<file path="src/hdl/ksm_pkg.sv">
package ksm_pkg;

    localparam int CMD_W    = 2;
    localparam int BYTE_W   = 8;
    localparam int OFFSET_W = 32;
    localparam int STATUS_W = 2;

    localparam logic [CMD_W-1:0] CMD_CLEAR   = 2'd0;
    localparam logic [CMD_W-1:0] CMD_APPEND  = 2'd1;
    localparam logic [CMD_W-1:0] CMD_RESTART = 2'd2;
    localparam logic [CMD_W-1:0] CMD_TEXT    = 2'd3;

    localparam logic [STATUS_W-1:0] STAT_OK    = 2'd0;
    localparam logic [STATUS_W-1:0] STAT_FULL  = 2'd1;
    localparam logic [STATUS_W-1:0] STAT_EMPTY = 2'd2;

    typedef struct packed {
        logic [CMD_W-1:0]  cmd;
        logic [BYTE_W-1:0] data_byte;
    } cmd_word_t;

    typedef struct packed {
        logic                match_found;
        logic [OFFSET_W-1:0] match_start;
        logic [STATUS_W-1:0] status;
    } res_word_t;

endpackage

</file>
<file path="src/hdl/ksm_if.sv">
interface ksm_cmd_if import ksm_pkg::*; ();
    logic              valid;
    logic              ready;
    logic [CMD_W-1:0]  cmd;
    logic [BYTE_W-1:0] data_byte;

    modport source (output valid, output cmd, output data_byte, input ready);
    modport sink (input valid, input cmd, input data_byte, output ready);
endinterface

interface ksm_rsp_if import ksm_pkg::*; ();
    logic                valid;
    logic                ready;
    logic                match_found;
    logic [OFFSET_W-1:0] match_start;
    logic [STATUS_W-1:0] status;

    modport source (output valid, output match_found, output match_start, output status,
                    input ready);
    modport sink (input valid, input match_found, input match_start, input status,
                  output ready);
endinterface

</file>
<file path="src/hdl/ksm_front.sv">
module ksm_front import ksm_pkg::*; (
    input  logic      clk,
    input  logic      rst_n,
    ksm_cmd_if.sink   req,
    output logic      q_valid,
    output cmd_word_t q_word,
    input  logic      q_pop
);

    localparam int QDEPTH = 2;
    localparam int QPW    = $clog2(QDEPTH);
    localparam int QCW    = $clog2(QDEPTH + 1);

    cmd_word_t          entry_reg [QDEPTH];
    logic [QPW-1:0]     wr_ptr_reg, wr_ptr_next;
    logic [QPW-1:0]     rd_ptr_reg, rd_ptr_next;
    logic [QCW-1:0]     count_reg, count_next;
    logic               push;
    cmd_word_t          in_word;

    assign req.ready = (count_reg != QCW'(QDEPTH));
    assign push      = req.valid && req.ready;
    assign q_valid   = (count_reg != '0);
    assign q_word    = entry_reg[rd_ptr_reg];

    always_comb
    begin
        in_word.cmd       = req.cmd;
        in_word.data_byte = req.data_byte;
    end

    always_comb
    begin
        wr_ptr_next = push ? wr_ptr_reg + 1'b1 : wr_ptr_reg;
        rd_ptr_next = q_pop ? rd_ptr_reg + 1'b1 : rd_ptr_reg;
        count_next  = count_reg;
        if (push && !q_pop)
        begin
            count_next = count_reg + 1'b1;
        end
        else if (!push && q_pop)
        begin
            count_next = count_reg - 1'b1;
        end
    end

    always_ff @(posedge clk or negedge rst_n)
    begin
        if (!rst_n)
        begin
            wr_ptr_reg <= '0;
            rd_ptr_reg <= '0;
            count_reg  <= '0;
        end
        else
        begin
            wr_ptr_reg <= wr_ptr_next;
            rd_ptr_reg <= rd_ptr_next;
            count_reg  <= count_next;
        end
    end

    always_ff @(posedge clk)
    begin
        if (push)
        begin
            entry_reg[wr_ptr_reg] <= in_word;
        end
    end

endmodule

</file>
<file path="src/hdl/ksm_back.sv">
module ksm_back import ksm_pkg::*; #(
    parameter int MAX_PATTERN = 64
) (
    input  logic      clk,
    input  logic      rst_n,
    input  logic      q_valid,
    input  cmd_word_t q_word,
    output logic      q_pop,
    ksm_rsp_if.source rsp
);

    localparam int PW = $clog2(MAX_PATTERN + 1);
    localparam int AW = $clog2(MAX_PATTERN);

    localparam logic [1:0] ST_IDLE     = 2'd0;
    localparam logic [1:0] ST_TXT_WALK = 2'd1;
    localparam logic [1:0] ST_BLD_WALK = 2'd2;
    localparam logic [1:0] ST_BLD_FIN  = 2'd3;

    // pattern and failure entries, position p lives at address p-1
    logic [BYTE_W-1:0] pattern_mem [MAX_PATTERN];
    logic [PW-1:0]     fail_mem    [MAX_PATTERN];

    logic [1:0]          state_reg, state_next;
    logic [PW-1:0]       len_reg, len_next;
    logic [PW-1:0]       bpi_reg, bpi_next;
    logic [PW-1:0]       mi_reg, mi_next;
    logic [OFFSET_W-1:0] off_reg, off_next;
    logic [PW-1:0]       j_reg, j_next;
    logic [BYTE_W-1:0]   byte_reg, byte_next;
    logic [BYTE_W-1:0]   last_reg, last_next;
    logic                res_valid_reg, res_valid_next;
    res_word_t           res_reg, res_next;
    logic [BYTE_W-1:0]   p_rd_reg;
    logic [PW-1:0]       f_rd_reg;

    logic                rd_en;
    logic [PW-1:0]       rd_pos, rd_pos_m1;
    logic                p_we, f_we;
    logic [PW-1:0]       w_pos, w_pos_m1;
    logic [BYTE_W-1:0]   p_wdata;
    logic [PW-1:0]       f_wdata;

    logic                slot_free;
    logic [PW-1:0]       k_pos;
    logic [PW-1:0]       first_pos;
    logic                walk_done;
    logic [PW-1:0]       walk_j;
    logic [PW-1:0]       walk_j_inc;
    logic [PW-1:0]       bld_j1;

    assign rsp.valid       = res_valid_reg;
    assign rsp.match_found = res_reg.match_found;
    assign rsp.match_start = res_reg.match_start;
    assign rsp.status      = res_reg.status;

    assign slot_free  = !res_valid_reg || rsp.ready;
    assign k_pos      = len_reg + 1'b1;
    assign rd_pos_m1  = rd_pos - 1'b1;
    assign w_pos_m1   = w_pos - 1'b1;
    assign walk_j_inc = walk_j + 1'b1;
    assign bld_j1     = (walk_j_inc >= k_pos) ? '0 : walk_j_inc;
    // text search resumes one past the current partial match
    assign first_pos  = (mi_reg + 1'b1 > len_reg) ? PW'(1) : mi_reg + 1'b1;

    // one failure-link step per cycle: compare the fetched byte, else chase its link
    always_comb
    begin
        walk_done = 1'b0;
        walk_j    = '0;
        if (((state_reg == ST_TXT_WALK) ? byte_reg : last_reg) == p_rd_reg)
        begin
            walk_done = 1'b1;
            walk_j    = j_reg;
        end
        else if (f_rd_reg == '0)
        begin
            walk_done = 1'b1;
        end
    end

    always_comb
    begin
        state_next     = state_reg;
        len_next       = len_reg;
        bpi_next       = bpi_reg;
        mi_next        = mi_reg;
        off_next       = off_reg;
        j_next         = j_reg;
        byte_next      = byte_reg;
        last_next      = last_reg;
        res_valid_next = res_valid_reg && !rsp.ready;
        res_next       = res_reg;
        q_pop          = 1'b0;
        rd_en          = 1'b0;
        rd_pos         = '0;
        p_we           = 1'b0;
        f_we           = 1'b0;
        w_pos          = k_pos;
        p_wdata        = q_word.data_byte;
        f_wdata        = '0;

        unique case (state_reg)
            ST_IDLE:
            begin
                if (q_valid && slot_free)
                begin
                    q_pop                = 1'b1;
                    byte_next            = q_word.data_byte;
                    res_next.match_found = 1'b0;
                    res_next.match_start = '0;
                    res_next.status      = STAT_OK;
                    unique case (q_word.cmd)
                        CMD_CLEAR:
                        begin
                            len_next       = '0;
                            bpi_next       = '0;
                            mi_next        = '0;
                            res_valid_next = 1'b1;
                        end
                        CMD_RESTART:
                        begin
                            mi_next        = '0;
                            off_next       = '0;
                            res_valid_next = 1'b1;
                        end
                        CMD_APPEND:
                        begin
                            if (len_reg == PW'(MAX_PATTERN))
                            begin
                                res_next.status = STAT_FULL;
                                res_valid_next  = 1'b1;
                            end
                            else
                            begin
                                p_we = 1'b1;
                                if (len_reg == '0)
                                begin
                                    f_we           = 1'b1;
                                    bpi_next       = '0;
                                    len_next       = k_pos;
                                    last_next      = q_word.data_byte;
                                    res_valid_next = 1'b1;
                                end
                                else if (bpi_reg == '0)
                                begin
                                    // no prefix to walk, candidate is position one
                                    bpi_next   = PW'(1);
                                    j_next     = PW'(1);
                                    rd_en      = 1'b1;
                                    rd_pos     = PW'(1);
                                    state_next = ST_BLD_FIN;
                                end
                                else
                                begin
                                    j_next     = bpi_reg;
                                    rd_en      = 1'b1;
                                    rd_pos     = bpi_reg;
                                    state_next = ST_BLD_WALK;
                                end
                            end
                        end
                        CMD_TEXT:
                        begin
                            if (len_reg == '0)
                            begin
                                res_next.status = STAT_EMPTY;
                                res_valid_next  = 1'b1;
                            end
                            else
                            begin
                                j_next     = first_pos;
                                rd_en      = 1'b1;
                                rd_pos     = first_pos;
                                state_next = ST_TXT_WALK;
                            end
                        end
                        default:
                        begin
                            res_valid_next = 1'b1;
                        end
                    endcase
                end
            end
            ST_TXT_WALK:
            begin
                if (walk_done)
                begin
                    state_next     = ST_IDLE;
                    res_valid_next = 1'b1;
                    off_next       = off_reg + 1'b1;
                    if (walk_j >= len_reg)
                    begin
                        res_next.match_found = 1'b1;
                        res_next.match_start = off_reg - OFFSET_W'(len_reg) + 1'b1;
                        mi_next              = '0;
                    end
                    else
                    begin
                        mi_next = walk_j;
                    end
                end
                else
                begin
                    j_next = f_rd_reg;
                    rd_en  = 1'b1;
                    rd_pos = f_rd_reg;
                end
            end
            ST_BLD_WALK:
            begin
                if (walk_done)
                begin
                    bpi_next = bld_j1;
                    if (bld_j1 == '0)
                    begin
                        f_we           = 1'b1;
                        len_next       = k_pos;
                        last_next      = byte_reg;
                        res_valid_next = 1'b1;
                        state_next     = ST_IDLE;
                    end
                    else
                    begin
                        j_next     = bld_j1;
                        rd_en      = 1'b1;
                        rd_pos     = bld_j1;
                        state_next = ST_BLD_FIN;
                    end
                end
                else
                begin
                    j_next = f_rd_reg;
                    rd_en  = 1'b1;
                    rd_pos = f_rd_reg;
                end
            end
            ST_BLD_FIN:
            begin
                // nextval: skip the candidate when it would compare the same byte again
                f_we           = 1'b1;
                f_wdata        = (byte_reg == p_rd_reg) ? f_rd_reg : j_reg;
                len_next       = k_pos;
                last_next      = byte_reg;
                res_valid_next = 1'b1;
                state_next     = ST_IDLE;
            end
            default:
            begin
                state_next = ST_IDLE;
            end
        endcase
    end

    always_ff @(posedge clk or negedge rst_n)
    begin
        if (!rst_n)
        begin
            state_reg     <= ST_IDLE;
            len_reg       <= '0;
            bpi_reg       <= '0;
            mi_reg        <= '0;
            off_reg       <= '0;
            res_valid_reg <= 1'b0;
        end
        else
        begin
            state_reg     <= state_next;
            len_reg       <= len_next;
            bpi_reg       <= bpi_next;
            mi_reg        <= mi_next;
            off_reg       <= off_next;
            res_valid_reg <= res_valid_next;
        end
    end

    always_ff @(posedge clk)
    begin
        j_reg    <= j_next;
        byte_reg <= byte_next;
        last_reg <= last_next;
        res_reg  <= res_next;
    end

    always_ff @(posedge clk)
    begin
        if (rd_en)
        begin
            p_rd_reg <= pattern_mem[rd_pos_m1[AW-1:0]];
            f_rd_reg <= fail_mem[rd_pos_m1[AW-1:0]];
        end
    end

    always_ff @(posedge clk)
    begin
        if (p_we)
        begin
            pattern_mem[w_pos_m1[AW-1:0]] <= p_wdata;
        end
    end

    always_ff @(posedge clk)
    begin
        if (f_we)
        begin
            fail_mem[w_pos_m1[AW-1:0]] <= f_wdata;
        end
    end

endmodule

</file>
<file path="src/hdl/kmp_stream_matcher_top.sv">
// sequencing: each word is registered into the command queue; clear, restart, dropped and
// ignored words and an append to an empty pattern finish in the idle state of the sequencer;
// a text word walks failure links until a match or link zero, any other append walks prefix
// links and may then pass through the nextval step; the result word is registered
// throughput: one word per sequencer pass, taken only when the result slot is free; one
// failure link per cycle through the single-read pattern and link memories
// reset: pattern length, match state and text offset clear; memory contents are not cleared
module kmp_stream_matcher_top import ksm_pkg::*; #(
    parameter int MAX_PATTERN = 64
) (
    input  logic      clk,
    input  logic      rst_n,
    ksm_cmd_if.sink   req,
    ksm_rsp_if.source rsp
);

    logic      q_valid;
    cmd_word_t q_word;
    logic      q_pop;

    ksm_front u_front (
        .clk     (clk),
        .rst_n   (rst_n),
        .req     (req),
        .q_valid (q_valid),
        .q_word  (q_word),
        .q_pop   (q_pop)
    );

    ksm_back #(
        .MAX_PATTERN (MAX_PATTERN)
    ) u_back (
        .clk     (clk),
        .rst_n   (rst_n),
        .q_valid (q_valid),
        .q_word  (q_word),
        .q_pop   (q_pop),
        .rsp     (rsp)
    );

endmodule
</file>
<file path="src/flat_wrapper.sv">
// flat-port wrapper written by rule: the top's interface ports become plain ports
module kmp_stream_matcher_top_flat import ksm_pkg::*;
#(
    parameter int MAX_PATTERN = 64
)
  (clk, rst_n, req_valid, req_cmd, req_data_byte, req_ready, rsp_valid, rsp_match_found, rsp_match_start, rsp_status, rsp_ready);
  ksm_cmd_if req_i ();
  ksm_rsp_if rsp_i ();
  input  logic clk;
  input  logic rst_n;
  input wire logic [$bits(req_i.valid)-1:0] req_valid;
  input wire logic [$bits(req_i.cmd)-1:0] req_cmd;
  input wire logic [$bits(req_i.data_byte)-1:0] req_data_byte;
  output wire logic [$bits(req_i.ready)-1:0] req_ready;
  output wire logic [$bits(rsp_i.valid)-1:0] rsp_valid;
  output wire logic [$bits(rsp_i.match_found)-1:0] rsp_match_found;
  output wire logic [$bits(rsp_i.match_start)-1:0] rsp_match_start;
  output wire logic [$bits(rsp_i.status)-1:0] rsp_status;
  input wire logic [$bits(rsp_i.ready)-1:0] rsp_ready;
  assign req_i.valid = req_valid;
  assign req_i.cmd = req_cmd;
  assign req_i.data_byte = req_data_byte;
  assign req_ready = req_i.ready;
  assign rsp_valid = rsp_i.valid;
  assign rsp_match_found = rsp_i.match_found;
  assign rsp_match_start = rsp_i.match_start;
  assign rsp_status = rsp_i.status;
  assign rsp_i.ready = rsp_ready;
  kmp_stream_matcher_top #(.MAX_PATTERN(MAX_PATTERN)) u_core (.clk(clk), .rst_n(rst_n), .req(req_i), .rsp(rsp_i));
endmodule
</file>
<file path="config.mk">
export PLATFORM = sky130hd
export DESIGN_NAME = kmp_stream_matcher_top_flat
export DESIGN_NICKNAME = d
export VERILOG_FILES = /design/src/hdl/ksm_pkg.sv /design/src/hdl/ksm_if.sv /design/src/hdl/ksm_front.sv /design/src/hdl/ksm_back.sv /design/src/hdl/kmp_stream_matcher_top.sv /design/src/flat_wrapper.sv
export SDC_FILE = /design/constraint.sdc
export NUM_CORES = 2
export LEC_CHECK = 0
export BUFFER_PORTS_ARGS = -buffer_cell sky130_fd_sc_hd__buf_2
export CAP_MARGIN = 10
export CORE_MARGIN = 5
export CORE_UTILIZATION = 27
export CTS_BUF_LIST = sky130_fd_sc_hd__clkbuf_4 sky130_fd_sc_hd__clkbuf_8
export CTS_CLUSTER_SIZE = 28
export DETAILED_ROUTE_END_ITERATION = 10
export PLACE_DENSITY_LB_ADDON = 0.1
export SYNTH_ARGS = -nofsm -noshare
export SYNTH_HDL_FRONTEND = slang
export SYNTH_SLANG_ARGS = --single-unit
</file>
<file path="constraint.sdc">
create_clock -name clk -period 8.5 [get_ports clk]
set_input_delay 0 -clock clk [delete_from_list [all_inputs] [get_ports clk]]
set_output_delay 0 -clock clk [all_outputs]
set_load 0.005 [all_outputs]
</file>
==> qor.csv <==
stage;metric;value;unit
outcome;status;complete, no violations;
detailed_routing;via count;24900;
power_and_ir_drop;total leakage power;18.1;nW
worst_hold_path;Worst Hold Class;in -> async;
layout;nets;2989;
yosys;Yosys warning count;0;
sta;Rel. slew slack;17.5;%
critical_path;Arr. time, crit path;8.63;ns
critical_path;crit-path max FO;50;
detailed_routing;post-route ant nets;0;
clock_network;number of buffers created by CTS;191;
global_routing;initial antenna violation count;2;
sta;setup TNS;0;ns
critical_path;CP bufs+invs;3;
yosys;Synth Area in Simple Gates;4.78;%
yosys;largest cells by area after synthesis;edfxtp_1 66%, mux4_2 11%, mux2i_1 5.1%;
floorplan;FP Rows;154;
layout;Final Util;31.2;%
sta;clk_skew;0.0516;ns
yosys;Main synth FF type;edfxtp_1;
detailed_routing;drc violations;0;
floorplan;Die Y;430;um
placed_design;RePlAce Congestion;0.788;
critical_path;delay-heaviest family, CP;simple AND/OR/NAND/NOR gates;
yosys;compound-gate portion of the synthesized area;3.00;%
clock_network;clock latency on the worst-skew pair;0.90;ns
sta;fin crit period;8.02;ns
critical_path;Worst path max stage delay;0.86;ns
critical_path;RR Startpoint;u_core.u_back.state_reg[1]$_DFFE_PN0P_;
floorplan;area of the core;176000;um^2
yosys;Syn Area/Cell;17.9;um^2
yosys;Yosys reg bits;1113;
critical_path;Startpoint Class;flop;
detailed_routing;via/cell ratio;4.63;
yosys;syn nets;2774;
power_and_ir_drop;PwrDens;434;nW/um^2
global_routing;largest net degree at the start of global routing;94;
detailed_routing;drt total wl;130000;um
yosys;top cell type's share of synthesized area;66.3;%
critical_path;Crit path top cell by count;mux2i_1;
clock_network;CTS tree;yes;
sta;setup violators final;0;
global_routing;GRT busiest layer;met2;
yosys;Synth Area in XOR/XNOR;1.72;%
clock_network;CTS Buffer Depth;3;
yosys;post-synthesis mux area share;16.9;%
global_routing;met2 Usage GRT;22.0;%
critical_path;Crit-path slowest cell;buf_4;
placed_design;I/O Buffers;50;
yosys;Yosys cell types;72;
floorplan;DIE WIDTH;430;um
power_and_ir_drop;Pwr Total;23.8;mW
floorplan;initial core utilization;27.1;%
clock_network;CTS Sinks;1113;
clock_network;clock transition at the registers of the reported paths;0.06;ns
placed_design;hpwl dp;81500;um
critical_path;CP Launch Point;u_core.u_back.state_reg[1]$_DFFE_PN0P_;
clock_network;Root Driver;clkbuf_8;
layout;layout cells sized above 1;22.6;%
sta;Final WS setup;0.480;ns
yosys;register area share after synthesis;69.4;%
global_routing;first-pass GRT wire length;189000;um
sta;endpoints failing hold;0;
yosys;Adder-Cell Fraction of Synth Area;2.46;%
global_routing;GRT Util Overall;13.9;%
global_routing;vias in the first global route;26600;
sta;Worst Tran Pin Value;1.23;ns
yosys;cell area after synthesis;47700;um^2
critical_path;WP data required;9.11;ns
detailed_routing;first-pass iteration count of the detailed router;5;
detailed_routing;average wire per standard cell;24.2;um
layout;max reg flops;512;
yosys;main combinational cell family by area after synthesis;multiplexers;
yosys;number of synthesized flops with an enable pin;1053;
yosys;cell taking the most area after synthesis;edfxtp_1;
sta;final worst-path cycle share;94.4;%
critical_path;critical path type;reg -> reg;
global_routing;met3 Use GR;3.21;%
global_routing;grt ovf;0;
yosys;FFs w/ async S/R, synth;5.39;%
power_and_ir_drop;VDD IR max;0.461;mV
layout;Area Overhead vs Synth;15.0;%
run;maxcap violations;0;
critical_path;Crit. End Element;flop;
yosys;Synth Instances;2667;
sta;RSZ-0062 raised after global routing;no;
global_routing;met1 Usage GRT;19.1;%
clock_network;H-tree depth;4;
floorplan;die area;185000;um^2
placed_design;worst slack at placement;0.119;ns
detailed_routing;Initial DRC Count;1592;
sta;Max Slew Vio Count;0;
sta;fmax;125;MHz
floorplan;I/O Pins;51;
==> path summary, 6_finish.rpt <==
kind / end / slack [ns] / cells past startpoint
setup reg to reg: u_core.u_back.f_rd_reg[0]$_DFFE_PP_ / 0.48 / 25
max in group asynchronous: u_core.u_back.off_reg[30]$_DFFE_PN0P_ / 7.47 / 4
setup / recovery: u_core.u_back.f_rd_reg[0]$_DFFE_PP_ / 0.48 / 25
min in group clk: u_core.u_front.entry_reg[1][2]$_DFFE_PP_ / 0.39 / 3
hold reg to reg: u_core.u_front.wr_ptr_reg$_DFFE_PN0P_ / 0.50 / 1
hold / removal: u_core.u_front.wr_ptr_reg$_DFFE_PN0P_ / 0.39 / 4
==> report_power, final <==
group / switching [mW] / total (mW) / leakage (nW) / internal, mW
combinational: 7.25 / 11.9 / 5.82 / 4.69
sequential: 0.270 / 7.33 / 10.4 / 7.06
clock: 2.22 / 4.55 / 1.86 / 2.34
total: 9.73 / 23.8 / 18.1 / 14.1
==> cell families after synthesis <==
logic type / after synthesis
adders and majority gates: 93
and+or+nand+nor: 482
buffers and inverters: 172
AOI/OAI and AO/OA: 213
xor gates and xnor gates: 93
muxes: 501
DFF: 1113
==> tightest hold or removal path: cells and delay by family <==
kind                   cells  cell delay [ns]
buffers and inverters      4             1.82
==> area by class of cell <==
type,count,area (um^2)
Antenna cell,2,5.00
Clock buffer,237,2990
Clock inverter,102,510
Fill cell,17100,121000
Inverter,56,210
Multi-Input combinational cell,1382,14000
Sequential cell,1113,33100
Tap cell,2340,2930
Timing Repair Buffer,138,1150
==> cells in the mapped netlist (all sizes together) (6+ instances only) <==
cell,count
nor3,13
nor2,199
nand4,18
clkbuf,65
inv,55
nand3,49
nor2b,14
a211oi,12
nor4,6
a22o,11
mux2,17
xor2,26
a31oi,11
a21o,18
buf,51
and3,22
dfrtp,60
edfxtp,1053
and2,36
o31ai,13
ha,92
a32o,8
mux2i,244
or3,7
o21ai,45
nand2,84
o211ai,8
o21bai,8
nand2b,15
a21oi,50
mux4,240
xnor2,67
==> stage by stage <==
| step | area (um^2) | cells | hold WS, ns |
|---|---|---|---|
| after detailed placement | 51100 | 5003 | 0.193 |
| after global routing | 54900 | 5369 | 0.315 |
| after CTS | 54800 | 5368 | 0.239 |
| after global placement | 51100 | 5003 | 0.188 |
| after floorplan | 47700 | 2667 | -0.296 |
| final | 54900 | 5370 | 0.386 |
==> cell usage in the layout (no fill, tap or decap), types with 10 or more instances in the layout <==
cell type and count:
a211oi_1 10, a21o_1 18, a21oi_1 49, a22o_1 11, a31oi_1 10, and2_1 35, and3_1 22, buf_12 14
buf_2 50, buf_4 48, clkbuf_4 44, clkbuf_8 193, clkinv_1 59, clkinv_2 31, dfrtp_1 60, dlygate4sd3_1 26
edfxtp_1 1053, ha_1 90, inv_1 55, mux2_2 17, mux2i_1 240, mux4_2 240, nand2_1 84, nand2b_1 15
nand3_1 49, nand4_1 18, nor2_1 191, nor2b_1 14, nor3_1 13, o21ai_0 43, o31ai_1 13, xnor2_1 65
xor2_1 24
==> per-layer routing <==
metal | up-vias | share of wire [%]
li1 | 11100 | -
met1 | 13000 | 46
met2 | 566 | 47
met3 | 208 | 4.9
met4 | 0 | 2.5
met5 | - | 0
==> repair_timing <==
| action | 4_1_cts | 5_1_grt |
|---|---|---|
| resized for setup | 0 | 7 |
| buffers inserted | 0 | 0 |
| hold buffers | 26 | 0 |
| setup endpoints to repair | 0 | 12 |
| hold endpoints to repair | 108 | 0 |
Note: power is estimated with default switching activity, not from simulation.
